File: config.mk
export PLATFORM = sky130hd
export DESIGN_NAME = sha1_hash_engine_unit
export DESIGN_NICKNAME = d
export VERILOG_FILES = /design/src/rtl/core/sha1he_pkg.sv /design/src/rtl/core/sha1he_sched.sv /design/src/rtl/core/sha1he_round.sv /design/src/rtl/core/sha1_hash_engine_unit.sv
export VERILOG_INCLUDE_DIRS = /design/src /design/src/rtl/core
export SDC_FILE = /design/constraint.sdc
export NUM_CORES = 2
export LEC_CHECK = 0
export BUFFER_PORTS_ARGS = -buffer_cell sky130_fd_sc_hd__buf_2
export CAP_MARGIN = 20
export CORE_MARGIN = 8
export CORE_UTILIZATION = 65
export DETAILED_ROUTE_END_ITERATION = 12
export HOLD_SLACK_MARGIN = 0.02
export PLACE_DENSITY = 0.92
export SLEW_MARGIN = 20
export SYNTH_ARGS = -nofsm -noshare
export SYNTH_HDL_FRONTEND = slang
export SYNTH_SLANG_ARGS = --single-unit
File: constraint.sdc
create_clock -name clk -period 35.4 [get_ports clk]
set_clock_uncertainty 0.05 [all_clocks]
set_input_delay 5.31 -clock clk [delete_from_list [all_inputs] [get_ports clk]]
set_output_delay 5.31 -clock clk [all_outputs]
set_load 0.03 [all_outputs]
File: src/rtl/core/sha1_hash_engine_unit_macros.svh
// assertion macros for the sha-1 hash engine
// used by sha1_hash_engine_unit.sv, expects clk and rst_n in scope
`ifndef SHA1_HASH_ENGINE_UNIT_MACROS_SVH
`define SHA1_HASH_ENGINE_UNIT_MACROS_SVH

// antecedent implies consequent in the same cycle
`define SHA1HE_ASSERT_SAME(lbl, ante, cons) \
  lbl: assert property (@(posedge clk) disable iff (!rst_n) (ante) |-> (cons)) \
    else $error("sha1he same-cycle check failed");

// antecedent implies consequent in the next cycle
`define SHA1HE_ASSERT_NEXT(lbl, ante, cons) \
  lbl: assert property (@(posedge clk) disable iff (!rst_n) (ante) |=> (cons)) \
    else $error("sha1he next-cycle check failed");

`endif

File: src/rtl/core/sha1he_pkg.sv
// shared types, constants and round functions of the sha-1 hash engine
// no dependencies; used by sha1he_sched, sha1he_round and the top level
`default_nettype none

package sha1he_pkg;

  localparam int WORD_W   = 32;
  localparam int BLK_WORDS = 16;
  localparam int ROUNDS   = 80;
  localparam int RND_W    = 7;
  localparam int POS_W    = 6;
  localparam int CNT_W    = 61;
  localparam int DIG_WORDS = 5;
  localparam int IDX_W    = 3;

  localparam logic [WORD_W-1:0] K0 = 32'h5A827999;
  localparam logic [WORD_W-1:0] K1 = 32'h6ED9EBA1;
  localparam logic [WORD_W-1:0] K2 = 32'h8F1BBCDC;
  localparam logic [WORD_W-1:0] K3 = 32'hCA62C1D6;

  localparam logic [WORD_W-1:0] IV0 = 32'h67452301;
  localparam logic [WORD_W-1:0] IV1 = 32'hEFCDAB89;
  localparam logic [WORD_W-1:0] IV2 = 32'h98BADCFE;
  localparam logic [WORD_W-1:0] IV3 = 32'h10325476;
  localparam logic [WORD_W-1:0] IV4 = 32'hC3D2E1F0;

  localparam logic [7:0]       PAD_BYTE  = 8'h80;
  localparam logic [POS_W-1:0] LEN_POS   = 6'd56;
  localparam logic [POS_W-1:0] LAST_POS  = 6'd63;
  localparam logic [RND_W-1:0] LAST_RND  = 7'd79;
  localparam logic [IDX_W-1:0] LAST_IDX  = 3'd4;

  typedef logic [WORD_W-1:0] word_t;

  // message schedule commands
  typedef struct packed {
    logic put;   // shift one byte into the block
    logic step;  // advance the schedule window by one round
  } sched_op_t;

  // round unit commands
  typedef struct packed {
    logic init;  // chaining words back to initial values
    logic load;  // working variables from chaining words
    logic round; // one compression round
    logic fin;   // add working variables into chaining words
  } round_op_t;

  function automatic word_t k_const(input logic [RND_W-1:0] t);
    word_t k;
    if (t < 7'd20)      k = K0;
    else if (t < 7'd40) k = K1;
    else if (t < 7'd60) k = K2;
    else                k = K3;
    return k;
  endfunction

  function automatic word_t f_func(input logic [RND_W-1:0] t,
                                   input word_t b, input word_t c, input word_t d);
    word_t f;
    if (t < 7'd20)      f = (b & c) | (~b & d);
    else if (t < 7'd40) f = b ^ c ^ d;
    else if (t < 7'd60) f = (b & c) | (b & d) | (c & d);
    else                f = b ^ c ^ d;
    return f;
  endfunction

endpackage

`default_nettype wire

File: src/rtl/core/sha1he_sched.sv
// block buffer and message schedule window of the sha-1 hash engine
// depends on sha1he_pkg
`default_nettype none

module sha1he_sched (
  input  wire                  clk,
  input  wire sha1he_pkg::sched_op_t op,
  input  wire  [7:0]           byte_in,
  output sha1he_pkg::word_t    w_cur
);

  sha1he_pkg::word_t win_r [sha1he_pkg::BLK_WORDS];
  sha1he_pkg::word_t w_xor;
  sha1he_pkg::word_t w_new;

  // next schedule word w[t+16] from the window w[t..t+15]
  assign w_xor = win_r[13] ^ win_r[8] ^ win_r[2] ^ win_r[0];
  assign w_new = {w_xor[30:0], w_xor[31]};
  assign w_cur = win_r[0];

  always_ff @(posedge clk) begin
    if (op.put) begin
      // whole block shifts left one byte, big-endian packing
      for (int i = 0; i < sha1he_pkg::BLK_WORDS - 1; i++) begin
        win_r[i] <= {win_r[i][23:0], win_r[i+1][31:24]};
      end
      win_r[sha1he_pkg::BLK_WORDS-1] <= {win_r[sha1he_pkg::BLK_WORDS-1][23:0], byte_in};
    end else if (op.step) begin
      for (int i = 0; i < sha1he_pkg::BLK_WORDS - 1; i++) begin
        win_r[i] <= win_r[i+1];
      end
      win_r[sha1he_pkg::BLK_WORDS-1] <= w_new;
    end
  end

endmodule

`default_nettype wire

File: src/rtl/core/sha1he_round.sv
// shared round unit and chaining words of the sha-1 hash engine
// depends on sha1he_pkg
`default_nettype none

module sha1he_round (
  input  wire                                clk,
  input  wire                                rst_n,
  input  wire sha1he_pkg::round_op_t         op,
  input  wire  [sha1he_pkg::RND_W-1:0]       rnd,
  input  wire sha1he_pkg::word_t             w_cur,
  input  wire  [sha1he_pkg::IDX_W-1:0]       sel,
  output sha1he_pkg::word_t                  h_word
);

  sha1he_pkg::word_t h0_r, h1_r, h2_r, h3_r, h4_r;
  sha1he_pkg::word_t a_r, b_r, c_r, d_r, e_r;
  sha1he_pkg::word_t tmp;

  assign tmp = {a_r[26:0], a_r[31:27]} + sha1he_pkg::f_func(rnd, b_r, c_r, d_r)
             + e_r + sha1he_pkg::k_const(rnd) + w_cur;

  always_ff @(posedge clk) begin
    if (!rst_n || op.init) begin
      h0_r <= sha1he_pkg::IV0;
      h1_r <= sha1he_pkg::IV1;
      h2_r <= sha1he_pkg::IV2;
      h3_r <= sha1he_pkg::IV3;
      h4_r <= sha1he_pkg::IV4;
    end else if (op.fin) begin
      h0_r <= h0_r + a_r;
      h1_r <= h1_r + b_r;
      h2_r <= h2_r + c_r;
      h3_r <= h3_r + d_r;
      h4_r <= h4_r + e_r;
    end
  end

  always_ff @(posedge clk) begin
    if (op.load) begin
      a_r <= h0_r;
      b_r <= h1_r;
      c_r <= h2_r;
      d_r <= h3_r;
      e_r <= h4_r;
    end else if (op.round) begin
      a_r <= tmp;
      b_r <= a_r;
      c_r <= {b_r[1:0], b_r[31:2]};
      d_r <= c_r;
      e_r <= d_r;
    end
  end

  always_comb begin
    case (sel)
      3'd0:    h_word = h0_r;
      3'd1:    h_word = h1_r;
      3'd2:    h_word = h2_r;
      3'd3:    h_word = h3_r;
      3'd4:    h_word = h4_r;
      default: h_word = '0;
    endcase
  end

endmodule

`default_nettype wire

File: src/rtl/core/sha1_hash_engine_unit.sv
// sha-1 hash engine top level: sequencer, byte and pad control, digest output
// depends on sha1he_pkg, sha1he_sched, sha1he_round and the assertion macro header
//
// takes a message one byte per word on the in_ channel, in_final_byte on the
// last byte, and returns the 160-bit digest as five 32-bit words on the out_
// channel, most significant first (word_number 0..4, last_word on word 4).
// a byte that does not complete a 64-byte block is only shifted in. a byte that
// completes a block also starts the compression: 80 rounds on the shared round
// unit, one per cycle, then the chaining add, with in_stall high meanwhile. after
// the final byte the engine feeds the 0x80 pad, the zero fill and the 8 length
// bytes through the same byte path at one byte per cycle between compressions,
// compressing once or twice more, then shows the 5 digest words, one per cycle
// unless out_stall holds them. no new message byte is taken until the last
// digest word is gone; the engine then returns to the initial chaining values
// and a zero length.
`default_nettype none

`include "sha1_hash_engine_unit_macros.svh"

module sha1_hash_engine_unit (
  input  wire         clk,
  input  wire         rst_n,
  input  wire         in_valid,
  output logic        in_stall,
  input  wire  [7:0]  in_data_byte,
  input  wire         in_final_byte,
  output logic        out_valid,
  input  wire         out_stall,
  output logic [31:0] out_digest_word,
  output logic [2:0]  out_word_number,
  output logic        out_last_word
);

  // sequencer states
  localparam logic [2:0] S_IDLE = 3'd0; // waiting for a message byte
  localparam logic [2:0] S_COMP = 3'd1; // compression rounds
  localparam logic [2:0] S_FIN  = 3'd2; // chaining add
  localparam logic [2:0] S_PAD  = 3'd3; // pad and length bytes
  localparam logic [2:0] S_OUT  = 3'd4; // digest words out

  logic [2:0]                       state_r, state_nxt;
  logic [sha1he_pkg::POS_W-1:0]     pos_r, pos_nxt;      // byte position in block
  logic [sha1he_pkg::CNT_W-1:0]     cnt_r, cnt_nxt;      // message byte count
  logic [sha1he_pkg::RND_W-1:0]     rnd_r, rnd_nxt;      // round index
  logic [sha1he_pkg::IDX_W-1:0]     idx_r, idx_nxt;      // digest word index
  logic                             pad_r, pad_nxt;      // padding in progress
  logic                             first_r, first_nxt;  // next pad byte is 0x80
  logic                             lenph_r, lenph_nxt;  // length bytes started
  logic                             done_r, done_nxt;    // last block compressed next

  sha1he_pkg::sched_op_t            s_op;
  sha1he_pkg::round_op_t            r_op;
  logic [7:0]                       put_byte;
  logic [7:0]                       pad_byte;
  logic [63:0]                      len_bits;
  logic                             in_acc;
  logic                             len_now;
  sha1he_pkg::word_t                w_cur;
  sha1he_pkg::word_t                h_word;

  assign in_acc   = in_valid && !in_stall;
  assign len_bits = {cnt_r, 3'b000};
  // length phase begins at block position 56 once the 0x80 is placed
  assign len_now  = !first_r && (lenph_r || (pos_r == sha1he_pkg::LEN_POS));

  // length bytes go out most significant first, position 56 picks the top byte
  always_comb begin
    if (first_r) begin
      pad_byte = sha1he_pkg::PAD_BYTE;
    end else if (len_now) begin
      pad_byte = len_bits[(7 - pos_r[2:0]) * 8 +: 8];
    end else begin
      pad_byte = 8'h00;
    end
  end

  always_comb begin
    state_nxt = state_r;
    pos_nxt   = pos_r;
    cnt_nxt   = cnt_r;
    rnd_nxt   = rnd_r;
    idx_nxt   = idx_r;
    pad_nxt   = pad_r;
    first_nxt = first_r;
    lenph_nxt = lenph_r;
    done_nxt  = done_r;
    s_op      = '0;
    r_op      = '0;
    put_byte  = in_data_byte;
    in_stall  = (state_r != S_IDLE);
    out_valid = (state_r == S_OUT);

    case (state_r)
      S_IDLE: begin
        if (in_acc) begin
          s_op.put = 1'b1;
          pos_nxt  = pos_r + 1'b1;
          cnt_nxt  = cnt_r + 1'b1;
          if (in_final_byte) begin
            pad_nxt   = 1'b1;
            first_nxt = 1'b1;
          end
          if (pos_r == sha1he_pkg::LAST_POS) begin
            r_op.load = 1'b1;
            rnd_nxt   = '0;
            state_nxt = S_COMP;
          end else if (in_final_byte) begin
            state_nxt = S_PAD;
          end
        end
      end
      S_PAD: begin
        s_op.put  = 1'b1;
        put_byte  = pad_byte;
        pos_nxt   = pos_r + 1'b1;
        first_nxt = 1'b0;
        if (len_now) begin
          lenph_nxt = 1'b1;
        end
        if (pos_r == sha1he_pkg::LAST_POS) begin
          r_op.load = 1'b1;
          rnd_nxt   = '0;
          state_nxt = S_COMP;
          if (len_now) begin
            done_nxt = 1'b1;
          end
        end
      end
      S_COMP: begin
        r_op.round = 1'b1;
        s_op.step  = 1'b1;
        rnd_nxt    = rnd_r + 1'b1;
        if (rnd_r == sha1he_pkg::LAST_RND) begin
          state_nxt = S_FIN;
        end
      end
      S_FIN: begin
        r_op.fin = 1'b1;
        if (done_r) begin
          idx_nxt   = '0;
          state_nxt = S_OUT;
        end else if (pad_r) begin
          state_nxt = S_PAD;
        end else begin
          state_nxt = S_IDLE;
        end
      end
      S_OUT: begin
        if (!out_stall) begin
          if (idx_r == sha1he_pkg::LAST_IDX) begin
            // restart for the next message
            r_op.init = 1'b1;
            cnt_nxt   = '0;
            pad_nxt   = 1'b0;
            lenph_nxt = 1'b0;
            done_nxt  = 1'b0;
            state_nxt = S_IDLE;
          end else begin
            idx_nxt = idx_r + 1'b1;
          end
        end
      end
      default: begin
        state_nxt = S_IDLE;
      end
    endcase
  end

  always_ff @(posedge clk) begin
    if (!rst_n) begin
      state_r <= S_IDLE;
      pos_r   <= '0;
      cnt_r   <= '0;
      rnd_r   <= '0;
      idx_r   <= '0;
      pad_r   <= 1'b0;
      first_r <= 1'b0;
      lenph_r <= 1'b0;
      done_r  <= 1'b0;
    end else begin
      state_r <= state_nxt;
      pos_r   <= pos_nxt;
      cnt_r   <= cnt_nxt;
      rnd_r   <= rnd_nxt;
      idx_r   <= idx_nxt;
      pad_r   <= pad_nxt;
      first_r <= first_nxt;
      lenph_r <= lenph_nxt;
      done_r  <= done_nxt;
    end
  end

  sha1he_sched u_sched (
    .clk     (clk),
    .op      (s_op),
    .byte_in (put_byte),
    .w_cur   (w_cur)
  );

  sha1he_round u_round (
    .clk    (clk),
    .rst_n  (rst_n),
    .op     (r_op),
    .rnd    (rnd_r),
    .w_cur  (w_cur),
    .sel    (idx_r),
    .h_word (h_word)
  );

  assign out_digest_word = h_word;
  assign out_word_number = idx_r;
  assign out_last_word   = (idx_r == sha1he_pkg::LAST_IDX);

  // a digest on show keeps the byte side closed
  `SHA1HE_ASSERT_SAME(a_out_blocks_in, out_valid, in_stall)
  // the round index never runs past the last round while compressing
  `SHA1HE_ASSERT_SAME(a_rnd_range, state_r == S_COMP, rnd_r <= sha1he_pkg::LAST_RND)
  // after the last digest word the engine is back at the start of a block
  `SHA1HE_ASSERT_NEXT(a_restart, out_valid && !out_stall && out_last_word,
                      state_r == S_IDLE && pos_r == '0 && cnt_r == '0)
  // a block that fills always starts the rounds
  `SHA1HE_ASSERT_NEXT(a_fill_comp, s_op.put && pos_r == sha1he_pkg::LAST_POS,
                      state_r == S_COMP && rnd_r == '0)

endmodule

`default_nettype wire
* Yosys cells after proc, flatten, opt, wreduce, memory -nomap -nowiden
Memory sizes are Yosys's and may differ from the RTL's.
Index checks and enable logic that the tools add are counted.
** Storage, ports and cells
- Flip-flop bits (word level) :: 404
- Output and inout bits :: 38
- Logic and storage cells :: 197
- Bits of input ports :: 13
- Memories kept :: 1
- RAM bits :: 512
** Memories
- u_sched.win_r :: depth 16, width 32, read ports 16, clocked after Yosys merged registers in 0, write ports 16, RTL line sha1he_sched.sv:12 : sha1he_pkg::word_t win_r [sha1he_pkg::BLK_WORDS];
** Cells by class
- Equality and inequality tests :: 21
- Bitwise operators :: 29
- Reduce and logical (&&, ||, !) cells :: 25
- Mux-type cells :: 84
- Add/sub/neg operators :: 14
- Magnitude comparators :: 3
- Shift-type cells :: 1
** Operator list (count)
- $mux 32 :: 31
- $add 32x32->32 :: 9
- $mux 61 :: 3
- $pmux 32 s5 :: 1
- $xor 32x32->32 :: 5
- $and 32x32->32 :: 4
- $pmux 61 s2 :: 1
- $or 32x32->32 :: 3
- $shiftx 64x33->8 :: 1
- $add 61x1->61 const B :: 1
- $mux 3 :: 11
- $not 32->32 :: 1
- $mux 31 :: 1
- $mux 8 :: 3
- $pmux 7 s3 :: 1
- $mux 1 :: 19
- $ne 2x2->1 const B :: 8
- $or 1x1->1 :: 16
- $pmux 3 s5 :: 1
- $lt 7x6->1 const B :: 2
- $mux 7 :: 2
- $eq 3x2->1 const B :: 4
- $eq 6x6->1 const B :: 2
- $pmux 1 s2 :: 6
- other kinds (25) :: 41

* Longest topological paths before layout
- Depth after elaboration :: 12
- Mapped depth :: 28
- Depth with buffers taken out :: 26

* Cells and area by module
A second synthesis with hierarchy kept.
** Unflattened totals
- Cell total of the unflattened synthesis :: 4621
- Area, all modules :: 54833.8 µm²
** Modules (own cells, without submodules)
- sha1he_round :: sequential area each 8007.7 µm², times used 1, cells each 2808, area an instance 25988.7 µm²
- sha1he_sched :: sequential area each 15374.7 µm², times used 1, cells each 1247, area an instance 24071.8 µm²
- sha1_hash_engine_unit :: sequential area each 1681.6 µm², times used 1, cells each 566, area an instance 4773.3 µm²

* Least setup slack after synthesis
No wires, ideal clock.
- Path type :: input port to flip-flop
- From :: in in_valid
- To :: mem u_sched.win_r[0][0] in the netlist's numbering (enable)
- Path slack :: 17.095 ns
- Required time :: 31.718 ns
- Stages :: 6
- Buffers on the path :: 3
- Library setup time :: 3.632 ns
- Data arrival time :: 14.623 ns
- Cell sequence :: nand2_1 > and2_1 > clkbuf_1 > clkbuf_1 > buf_1 > nand2_1
** RTL lines
- from (decl) :: RTL line sha1_hash_engine_unit.sv:23 : input wire in_valid,
- to (decl) :: RTL line sha1he_sched.sv:12

* Worst setup path in the final report
- From :: reg idx_r, in the netlist out_word_number[0]
- To :: out out_digest_word[31]
** On the way
- Word-level cells in the longest chain between the ends :: 2
- Elaborated cells on any way between the ends :: 6
- Those cells by class :: eq/ne: 4; mux: 1; reduce/logical: 1
** RTL lines
- from (decl) :: RTL line sha1_hash_engine_unit.sv:45 : logic [sha1he_pkg::IDX_W-1:0] idx_r, idx_nxt;
- from (signal assigned) :: RTL line sha1_hash_engine_unit.sv:185 : idx_r <= idx_nxt;
- $eq 3x3->1 (tied with other cells) :: RTL line sha1he_round.sv:55 : case (sel)
- $pmux 32 s5 (*) :: RTL line sha1he_round.sv:55
- to (decl) :: RTL line sha1_hash_engine_unit.sv:29 : output logic [31:0] out_digest_word,
Mark *: on every way between the ends. The rest lies on a longest branch, timed or not.

==> results.cfg <==
[min_path]
min-delay-start = pad_r$_SDFFE_PN0P_
hp-class = reg -> reg

[yosys]
synthesis.area_um2 = 52100
synthesis.nets = 6073
synth_edf_count = 672
synth_warnings = 0
ys_async_sr_fraction = 0
yosys.area.top_type_share = 0.387
synth-seq-area-share = 0.481
ys_seq_elements = 916
synth_area_leaders = edfxtp_1 39%, nand2_1 15%, dfxtp_1 9.4%
syn-mean-instance-area_um2 = 9.13
synth-main-ff-cell = edfxtp_1
synth_top_area_cell = edfxtp_1
synth_cells = 5707
synth_cell_types = 90

[detailed_routing]
drc_errors = 0
totalWireLength_um = 143000
ant_nets = 0
vias_per_cell = 6.37
dr_total_vias = 43200
drt_iter0_drc = 6069
drtPass1Iterations = 7
routedWlPerCell_um = 21.0

[grt]
grt_pass1_vias = 41900
grt_max_degree = 229
grt_pass1_wl_um = 223000
grt_use_total = 0.308
antenna_found_initial = 0
grt-ovfl-total = 0

[layout]
largest_reg_flops = 512
utilization = 0.707
drive_above_1_share = 0.0507
nets = 6002
num_antenna_cells = 0
multi_input_area_um2 = 25400
area_growth_pct = 8.35
top_register = u_sched.win_r
final-seq-area_um2 = 25100
top_regs = u_sched.win_r: 512 flops, cnt_r: 61 flops
fill_cells = 5137

[clocking]
numCtsBuffers = 94
cts_htree_levels = 3
post_cts_buffers = 0
clk_latency_ns = 0.69
cts_tree = built
cts-root-buf = clkbuf_16
clk_pin_slew_ns = 0.06
cts_sinks = 916
clk_path_buf_depth = 3
cts_resized = 0
cts_hold_repair.buffers = 0

[sta]
finalHoldViolCount = 0
final_max_slew_viol_count = 0
worst_pin_slew_ns = 1.29
slew_headroom = 0.142
finalCritPeriodShare = 0.248
rsz0062_at_grt = no
setup_viol = 0
fmax_mhz = 114
min_period_ns = 8.79
timing.setup.tns_ns = 0

[floorplanning]
fp-row-count = 104
die_h_um = 299
start_util = 0.652
core_um2 = 79900
die_area_um2 = 89500
die_w_um = 299
io-pin-count = 51

[worst_setup_path]
cp-end-kind = output pin
worstPathArrival_ns = 3.43
reg2reg_from = rnd_r[4]$_SDFFE_PN0P_
worstPathRequired_ns = 30.04
path_class = reg -> out
critPathLaunch = out_word_number[0]$_SDFFE_PN0P_
start_kind = flop
worst-path-max-fanout = 18

[run_status]
status = finished, final reports clean

[placed_design]
routabilityCongestion = 0.955
port_buffers = 50
hpwlAfterDp_um = 92400

[job]
maxCapViolations = 0
-- area by class of cell --
| class | count | share of cell area |
|---|---|---|
| Sequential cell | 916 | 0.444 |
| Clock inverter | 54 | 0.0125 |
| Clock buffer | 124 | 0.0458 |
| Multi-Input combinational cell | 4322 | 0.449 |
| Inverter | 213 | 0.0142 |
| Timing Repair Buffer | 89 | 0.0110 |
| Tap cell | 1060 | 0.0235 |
-- routing by layer --
metal | wire, um | vias to the layer above | part of all wire | track usage
met4 | 9330 | 0 | 0.065 | 0.181
met5 | 0 | - | 0 | 0
li1 | - | 19200 | - | -
met3 | 16400 | 587 | 0.11 | 0.0631
met1 | 51300 | 20400 | 0.36 | 0.391
met2 | 65500 | 3025 | 0.46 | 0.490
-- worst paths after layout --
path,end,depth (start not counted),slack [ns]
setup / recovery,out_digest_word[31],7,26.61
setup reg to reg,u_round.a_r[29]$_DFFE_PP_,25,27.35
hold reg to reg,pad_r$_SDFFE_PN0P_,2,0.43
hold / removal,pad_r$_SDFFE_PN0P_,2,0.43
-- synth_stat cells (9+ instances only) --
cell type / instances
nand2_1: 2143
edfxtp_1: 672
dfxtp_1: 244
clkbuf_1: 243
a21oi_1: 239
nor2_1: 234
ha_1: 229
inv_1: 211
o21ai_0: 193
xnor2_1: 191
fa_1: 124
xor2_1: 109
nand3_1: 85
a21o_1: 79
a22oi_1: 58
nor2b_1: 57
nor3_1: 53
o211ai_1: 51
nand4_1: 33
and3_1: 32
o21a_1: 31
nand2b_1: 30
a31oi_1: 24
o21ai_1: 23
or3_1: 23
a211oi_1: 22
and2_1: 21
o21bai_1: 20
o32ai_1: 20
a222oi_1: 14
o31ai_1: 14
mux4_2: 13
mux2i_1: 10
buf_1: 9
-- critical path: stages, from the launching register on --
cell and delay [ns]:
dfxtp_1 0.37, inv_1 0.11, ha_1 1.01, nor2b_2 0.30
buf_4 0.35, nand2_1 0.10, nand3_1 0.21, buf_2 0.26
-- layout by cell type (no fill, tap or decap), drive strengths merged, types with 53 or more instances in the layout --
master / count
a21oi: 239
nand3: 86
inv: 213
xnor2: 191
dfxtp: 244
nor2b: 57
ha: 229
buf: 89
nor3: 53
edfxtp: 672
a21o: 79
o21ai: 217
nor2: 236
a22oi: 58
clkbuf: 124
xor2: 109
nand2: 2143
fa: 124
-- cells by family after synthesis --
kind of cell,synth area share
simple gates,0.215
flops,0.481
compound gates,0.109
buf+inv,0.0339
fa+ha+maj,0.103
xor+xnor,0.0504
mux,0.00754
-- through the flow --
stage	hold WS [ns]	setup WS (ns)	instance area [um^2]	instances
finish	0.433	26.61	56500	6778
CTS	0.435	26.43	56400	6776
global route	0.458	26.66	56500	6778
floorplan	0.379	17.09	52100	5707
detailed placement	0.418	26.46	53100	6598
global placement	0.396	26.48	53100	6597
Power is left out: the tool's default activity adds up to more than one toggle a clock period on the data nets, which glitch-free logic cannot reach.
